File: src/kci_pkg.sv
// shared constants and types of the keyframe colour interpolator
package kci_pkg;

    localparam int MAX_FRAMES = 64;
    localparam int TIME_BITS  = 32;
    localparam int FRAC_BITS  = 16;

    localparam int ADDR_W   = $clog2(MAX_FRAMES);
    localparam int NUM_W    = $clog2(MAX_FRAMES + 1);
    localparam int CNT_W    = 7;
    localparam int IDX_W    = 6;
    localparam int CH_W     = 8;
    localparam int NUM_CH   = 4;
    localparam int COLOR_W  = NUM_CH * CH_W;
    localparam int SAT_SH   = 9;
    localparam int QB       = FRAC_BITS + SAT_SH;
    localparam int QCNT_W   = $clog2(QB);
    localparam int FMAG_W   = QB + 1;
    localparam int PROD_W   = CH_W + FMAG_W;
    localparam int STEP_W   = PROD_W - FRAC_BITS;

    localparam logic FUNC_LOAD  = 1'b0;
    localparam logic FUNC_QUERY = 1'b1;

    // controller to datapath
    typedef struct packed {
        logic load;
        logic start;
        logic empty;
        logic step;
        logic shift;
        logic hit;
        logic last;
        logic prep;
        logic div;
        logic mul;
        logic load_res;
    } t_cmd;

    // datapath to controller
    typedef struct packed {
        logic zero_frames;
        logic hit;
        logic last;
        logic out_free;
    } t_sts;

endpackage

File: src/kci_ctrl.sv
// sequencing controller: table scan, fraction division and blend steps
module kci_ctrl (
    input  logic          i_clk,
    input  logic          i_rst_n,
    input  logic          i_valid,
    input  logic          i_func,
    output logic          o_stall,
    input  kci_pkg::t_sts i_sts,
    output kci_pkg::t_cmd o_cmd
);

    typedef enum logic [2:0] {
        S_IDLE,
        S_PRIME,
        S_SCAN,
        S_PREP,
        S_DIV,
        S_MUL,
        S_FIN
    } t_state;

    t_state                      r_state, n_state;
    logic [kci_pkg::QCNT_W-1:0]  r_bit_cnt, n_bit_cnt;

    assign o_stall = (r_state != S_IDLE);

    always_comb begin
        n_state   = r_state;
        n_bit_cnt = r_bit_cnt;
        o_cmd     = '0;
        case (r_state)
            S_IDLE: begin
                if (i_valid) begin
                    if (i_func == kci_pkg::FUNC_LOAD) begin
                        o_cmd.load = 1'b1;
                    end else if (i_sts.zero_frames) begin
                        o_cmd.empty = 1'b1;
                        n_state     = S_FIN;
                    end else begin
                        o_cmd.start = 1'b1;
                        n_state     = S_PRIME;
                    end
                end
            end
            S_PRIME: begin
                o_cmd.step = 1'b1;
                n_state    = S_SCAN;
            end
            S_SCAN: begin
                if (i_sts.hit) begin
                    o_cmd.hit = 1'b1;
                    n_state   = S_PREP;
                end else if (i_sts.last) begin
                    o_cmd.last = 1'b1;
                    n_state    = S_MUL;
                end else begin
                    o_cmd.shift = 1'b1;
                    o_cmd.step  = 1'b1;
                end
            end
            S_PREP: begin
                o_cmd.prep = 1'b1;
                n_bit_cnt  = kci_pkg::QCNT_W'(kci_pkg::QB - 1);
                n_state    = S_DIV;
            end
            S_DIV: begin
                o_cmd.div = 1'b1;
                n_bit_cnt = r_bit_cnt - 1'b1;
                if (r_bit_cnt == '0) begin
                    n_state = S_MUL;
                end
            end
            S_MUL: begin
                o_cmd.mul = 1'b1;
                n_state   = S_FIN;
            end
            S_FIN: begin
                // hold until the result register can take the beat
                if (i_sts.out_free) begin
                    o_cmd.load_res = 1'b1;
                    n_state        = S_IDLE;
                end
            end
            default: begin
                n_state = S_IDLE;
            end
        endcase
    end

    always_ff @(posedge i_clk) begin
        if (!i_rst_n) begin
            r_state   <= S_IDLE;
            r_bit_cnt <= '0;
        end else begin
            r_state   <= n_state;
            r_bit_cnt <= n_bit_cnt;
        end
    end

endmodule

File: config.mk
export PLATFORM = sky130hd
export DESIGN_NAME = kci_ctrl
export DESIGN_NICKNAME = d
export VERILOG_FILES = /design/src/kci_pkg.sv /design/src/kci_ctrl.sv
export SDC_FILE = /design/constraint.sdc
export NUM_CORES = 1
export LEC_CHECK = 0
export ABC_AREA = 1
export ABC_CLOCK_PERIOD_IN_PS = 1300
export BUFFER_PORTS_ARGS = -buffer_cell sky130_fd_sc_hd__buf_4
export CAP_MARGIN = 15
export CORE_MARGIN = 3
export CORE_UTILIZATION = 45
export CTS_BUF_LIST = sky130_fd_sc_hd__clkbuf_4
export DETAILED_ROUTE_END_ITERATION = 8
export PLACE_DENSITY = 0.75
export SYNTH_ARGS = -nofsm -noshare
export SYNTH_HDL_FRONTEND = slang
export SYNTH_SLANG_ARGS = --single-unit
export TNS_END_PERCENT = 30
File: constraint.sdc
create_clock -name i_clk -period 1.3 [get_ports i_clk]
set_clock_uncertainty 0.15 [all_clocks]
set_input_delay 0.26 -clock i_clk [delete_from_list [all_inputs] [get_ports i_clk]]
set_output_delay 0.26 -clock i_clk [all_outputs]
set_load 0.02 [all_outputs]
==> flow_metrics.env, run 1 <==
export IMPL_outcome="did not finish"
export IMPL_failing_step="global routing (5_1_grt)"
export IMPL_tool_error="[ERROR DPL-0033] detailed placement checks failed during check placement."
export IMPL_cts_max_level=1
export IMPL_cts_buffer_depth=2
export IMPL_worstEndpointType="top-level output"
export IMPL_yosys_top_cells_area="dfxtp_1 27%, nand2_1 11%, nor2_1 9.5%"
export IMPL_postPlaceCellArea_um2=938
export IMPL_synth_fa_ha_area_frac=0.0210
export IMPL_synth_xor_area_frac=0.0147
export IMPL_ys_top_cells_by_count="17 x nand2_1, 15 x nor2_1, 12 x inv_1"
export IMPL_synth_compound_area_frac=0.0798
export IMPL_rows=12
export IMPL_io_pins=20
export IMPL_synth_area_per_cell_um2=6.34
export IMPL_cts_root_buf="clkbuf_4"
export IMPL_clock_sinks=8
export IMPL_grt_max_degree=7
export IMPL_synth_fp_nets=103
export IMPL_synthCells=94
export IMPL_yosysTopAreaCell="dfxtp_1"
export IMPL_crit_endpoint="o_cmd[4]"
export IMPL_synthMuxAreaShare=0
export IMPL_ys_flop_type="dfxtp_1"
export IMPL_initial_core_util=0.509
export IMPL_die_w_um=42.4
export IMPL_synth_simple_area_share=0.489
export IMPL_fp_dieH_um=42.4
export IMPL_ys_seq_elements=8
export IMPL_synthArstFlopShare=0
export IMPL_ys_types=22
export IMPL_syn_area_um2=596
export IMPL_port_buffers=19
export IMPL_cts_buffers=3
export IMPL_place_hpwl_um=1370
export IMPL_yosysSeqAreaShare=0.269
export IMPL_place_congestion=0.839
export IMPL_synth_most_common_cell="nand2_1"
export IMPL_antenna_found_initial=0
export IMPL_synth_edf_count=0
export IMPL_synth_top_family_by_area="simple AND/OR/NAND/NOR gates"
export IMPL_yosysWarnings=0
export IMPL_yosysTopAreaCellShare=0.269
==> logic make-up after synthesis <==
logic type                 Yosys count
AOI/OAI and AO/OA                    9
xor gates and xnor gates             1
adders and majority gates            1
buffers and inverters               18
DFF                                  8
and+or+nand+nor                     57
==> per-stage QoR <==
| stage | setup slack [ps] | std cells | hold WS, ps |
|---|---|---|---|
| after global placement | -154 | 145 | 298 |
| after floorplan | -155 | 94 | 217 |
| after CTS | -393 | 154 | 101 |
| after detailed placement | -168 | 145 | 304 |
==> repair_timing <==
item	CTS
pin swaps	7
resized for setup	21
setup endpoints to repair	20
hold buffers	0
setup buffers	5
==> run 2, diff against run 1 <==
==> config.mk (replaced) <==
export PLATFORM = sky130hd
export DESIGN_NAME = kci_ctrl
export DESIGN_NICKNAME = d
export VERILOG_FILES = /design/src/kci_pkg.sv /design/src/kci_ctrl.sv
export SDC_FILE = /design/constraint.sdc
export NUM_CORES = 1
export LEC_CHECK = 0
export ABC_AREA = 1
export ABC_CLOCK_PERIOD_IN_PS = 1700
export BUFFER_PORTS_ARGS = -buffer_cell sky130_fd_sc_hd__buf_4
export CAP_MARGIN = 15
export CORE_AREA = 3 3 64 66
export DETAILED_ROUTE_END_ITERATION = 8
export DIE_AREA = 0 0 67 69
export PLACE_DENSITY_LB_ADDON = 0.15
export SYNTH_ARGS = -nofsm -noshare
export SYNTH_HDL_FRONTEND = slang
export SYNTH_SLANG_ARGS = --single-unit
export TNS_END_PERCENT = 30
==> constraint.sdc (replaced) <==
create_clock -name i_clk -period 1.7 [get_ports i_clk]
set_clock_uncertainty 0.15 [all_clocks]
set_input_delay 0.34 -clock i_clk [delete_from_list [all_inputs] [get_ports i_clk]]
set_output_delay 0.34 -clock i_clk [all_outputs]
set_load 0.02 [all_outputs]
==> flow_metrics.env, run 2 <==
export IMPL_grt_pass1_vias=637
export IMPL_grt_overflow_total=0
export IMPL_ant_nets=0
export IMPL_yosysTopAreaCell="dfxtp_1"
export IMPL_rows=22
export IMPL_worst_slew_pin_slew_ps=186
export IMPL_die_area_mm2=0.00462
export IMPL_synth_most_common_cell="nand2_1"
export IMPL_reg_top3="r_bit_cnt: 5 flops, r_state: 3 flops"
export IMPL_finalCriticalPeriod_ps=1820
export IMPL_synthArstFlopShare=0
export IMPL_critPathMaxStageDelay_ps=360
export IMPL_hold_viol=0
export IMPL_synth_area_per_cell_um2=6.34
export IMPL_yosysSeqAreaShare=0.269
export IMPL_wl_um=1710
export IMPL_tns_ps=-214
export IMPL_maxSlewViolCount=0
export IMPL_synthCells=94
export IMPL_grt_max_degree=9
export IMPL_final_common_cell="buf_4"
export IMPL_fp_dieH_um=69
export IMPL_cts_buffers=3
export IMPL_yosys_top_cells_area="dfxtp_1 27%, nand2_1 11%, nor2_1 9.5%"
export IMPL_max_freq_mhz=548
export IMPL_synth_edf_count=0
export IMPL_rsz0062_at_grt="yes"
export IMPL_layout_common_cells="25 x buf_4, 17 x nand2_1, 13 x nor2_1"
export IMPL_antennaDiodeCount=0
export IMPL_cts_root_buf="clkbuf_8"
export IMPL_grt_pass1_wl_um=2740
export IMPL_wl_met2_um=778
export IMPL_slowest_stage="dfxtp_4"
export IMPL_multi_input_area_um2=380
export IMPL_utilization=0.250
export IMPL_postLayoutSetupSlackWorst_ps=-123
export IMPL_endpoint_kind="primary output"
export IMPL_drtIter0Drc=7
export IMPL_worstSkewPairLatency_ps=230
export IMPL_max_vdd_ir_drop_uv=496
export IMPL_avgRoutedWirePerCell_um=10.1
export IMPL_setup_viol=2
export IMPL_hp_class="in2reg"
export IMPL_initial_core_util=0.164
export IMPL_cts_tree="done"
export IMPL_startpoint_type="flip-flop"
export IMPL_io_pins=20
export IMPL_drv_cap=0
export IMPL_ys_top_cells_by_count="17 x nand2_1, 15 x nor2_1, 12 x inv_1"
export IMPL_power_density_mw_per_mm2=1810
export IMPL_num_vias=680
export IMPL_largest_reg_flops=5
export IMPL_path_max_fanout=4
export IMPL_largest_register="r_bit_cnt"
export IMPL_crit_arrival_ps=1330
export IMPL_area_growth_pct=52.3
export IMPL_ys_seq_elements=8
export IMPL_track_usage=0.0772
export IMPL_synth_fp_nets=103
export IMPL_yosysTopAreaCellShare=0.269
export IMPL_ys_types=22
export IMPL_core_mm2=0.00363
export IMPL_place_hpwl_um=1400
export IMPL_cts_max_level=1
export IMPL_ys_flop_type="dfxtp_1"
export IMPL_clock_sinks=8
export IMPL_p_leak_uw=0.000461
export IMPL_cts_buffer_depth=2
export IMPL_viasPerCell=4.02
export IMPL_crit_required_ps=1210
export IMPL_fillCellCount=428
export IMPL_syn_area_um2=596
export IMPL_nNetsFinal=132
export IMPL_path_clk_slew_ps=40
export IMPL_drive_above_1_share=0.405
export IMPL_port_buffers=19
export IMPL_die_w_um=67
export IMPL_crit_path_cell_trace="inv_6, nand2_4, nor2_4, inv_2, or2_1, nor2_1, buf_4"
export IMPL_routed_top_layer="met4"
export IMPL_critPathKind="reg2out"
export IMPL_wl_met3_um=90
export IMPL_finalCritPeriodShare=1.07
export IMPL_drc_errors=0
export IMPL_yosysWarnings=0
export IMPL_outcome="finished, violations left"
export IMPL_slew_headroom=0.875
export IMPL_violations="setup timing"
export IMPL_register_area_um2=169
export IMPL_first_pass_iters=6
export IMPL_wl_met1_um=797
export IMPL_antenna_found_initial=0
export IMPL_place_congestion=0.743
[run 2: cell counts after synthesis]
No cell type changed its count.
[run 2: path summary, 6_finish.rpt]
check                     from           end  slack (ps)  depth (start not counted)
setup / recovery    r_state[1]      o_cmd[9]        -120                          7
hold / removal         i_rst_n  r_bit_cnt[3]         210                          3
setup reg to reg  r_bit_cnt[1]    r_state[1]         250                          9
hold reg to reg   r_bit_cnt[0]  r_bit_cnt[0]         300                          1
[run 2: final cells by class]
type	count	share of cell area
sequential	8	0.186
tap	48	0.0662
inverter	17	0.0759
timing repair buffer	25	0.207
clock buffer	3	0.0455
multi-input combinational	68	0.419
[run 2: kinds of logic (layout without fill, tap and decap cells)]
kind of cell	count (synthesis)	after routing	share of synthesized area
and+or+nand+nor	57	57	0.489
buffers and inverters	18	45	0.126
AOI/OAI and AO/OA	9	9	0.0798
DFF	8	8	0.269
adders and majority gates	1	1	0.0210
xor gates and xnor gates	1	1	0.0147
[run 2: worst max-delay path: cells and delay by family (launching register included)]
family,cells,cell delay [ps]
AND/OR/NAND/NOR,4,490
buffers and inverters,3,260
flip-flops,1,360
[run 2: per-stage QoR]
stage	setup WS [ps]	cell area (µm²)	cells	total power [µW]	hold WS, ps
floorplan	24.4	596	94	1030	272
global placement	136	802	162	1300	301
detailed placement	97.5	802	162	1300	298
CTS	-105	857	166	1570	203
global route	-165	907	169	1790	233
finish	-123	907	169	1640	207
[run 2: repair_timing]
item	4_1_cts	5_1_grt
pin swaps	0	3
buffers inserted	1	3
resized for setup	4	8
hold buffers	0	0
setup endpoints to repair	11	7
[run 2: power breakdown]
| part | internal (µW) | switching (µW) |
|---|---|---|
| clock | 154 | 77.7 |
| combinational | 441 | 609 |
| sequential | 275 | 80.4 |
[run 2: routing by layer]
| metal | GRT usage | up-vias |
|---|---|---|
| met5 | 0 | - |
| met4 | 0.0473 | 0 |
| met1 | 0.0985 | 307 |
| met2 | 0.117 | 17 |
| li1 | - | 351 |
| met3 | 0.0147 | 5 |
Note: power is estimated with default switching activity, not from simulation.
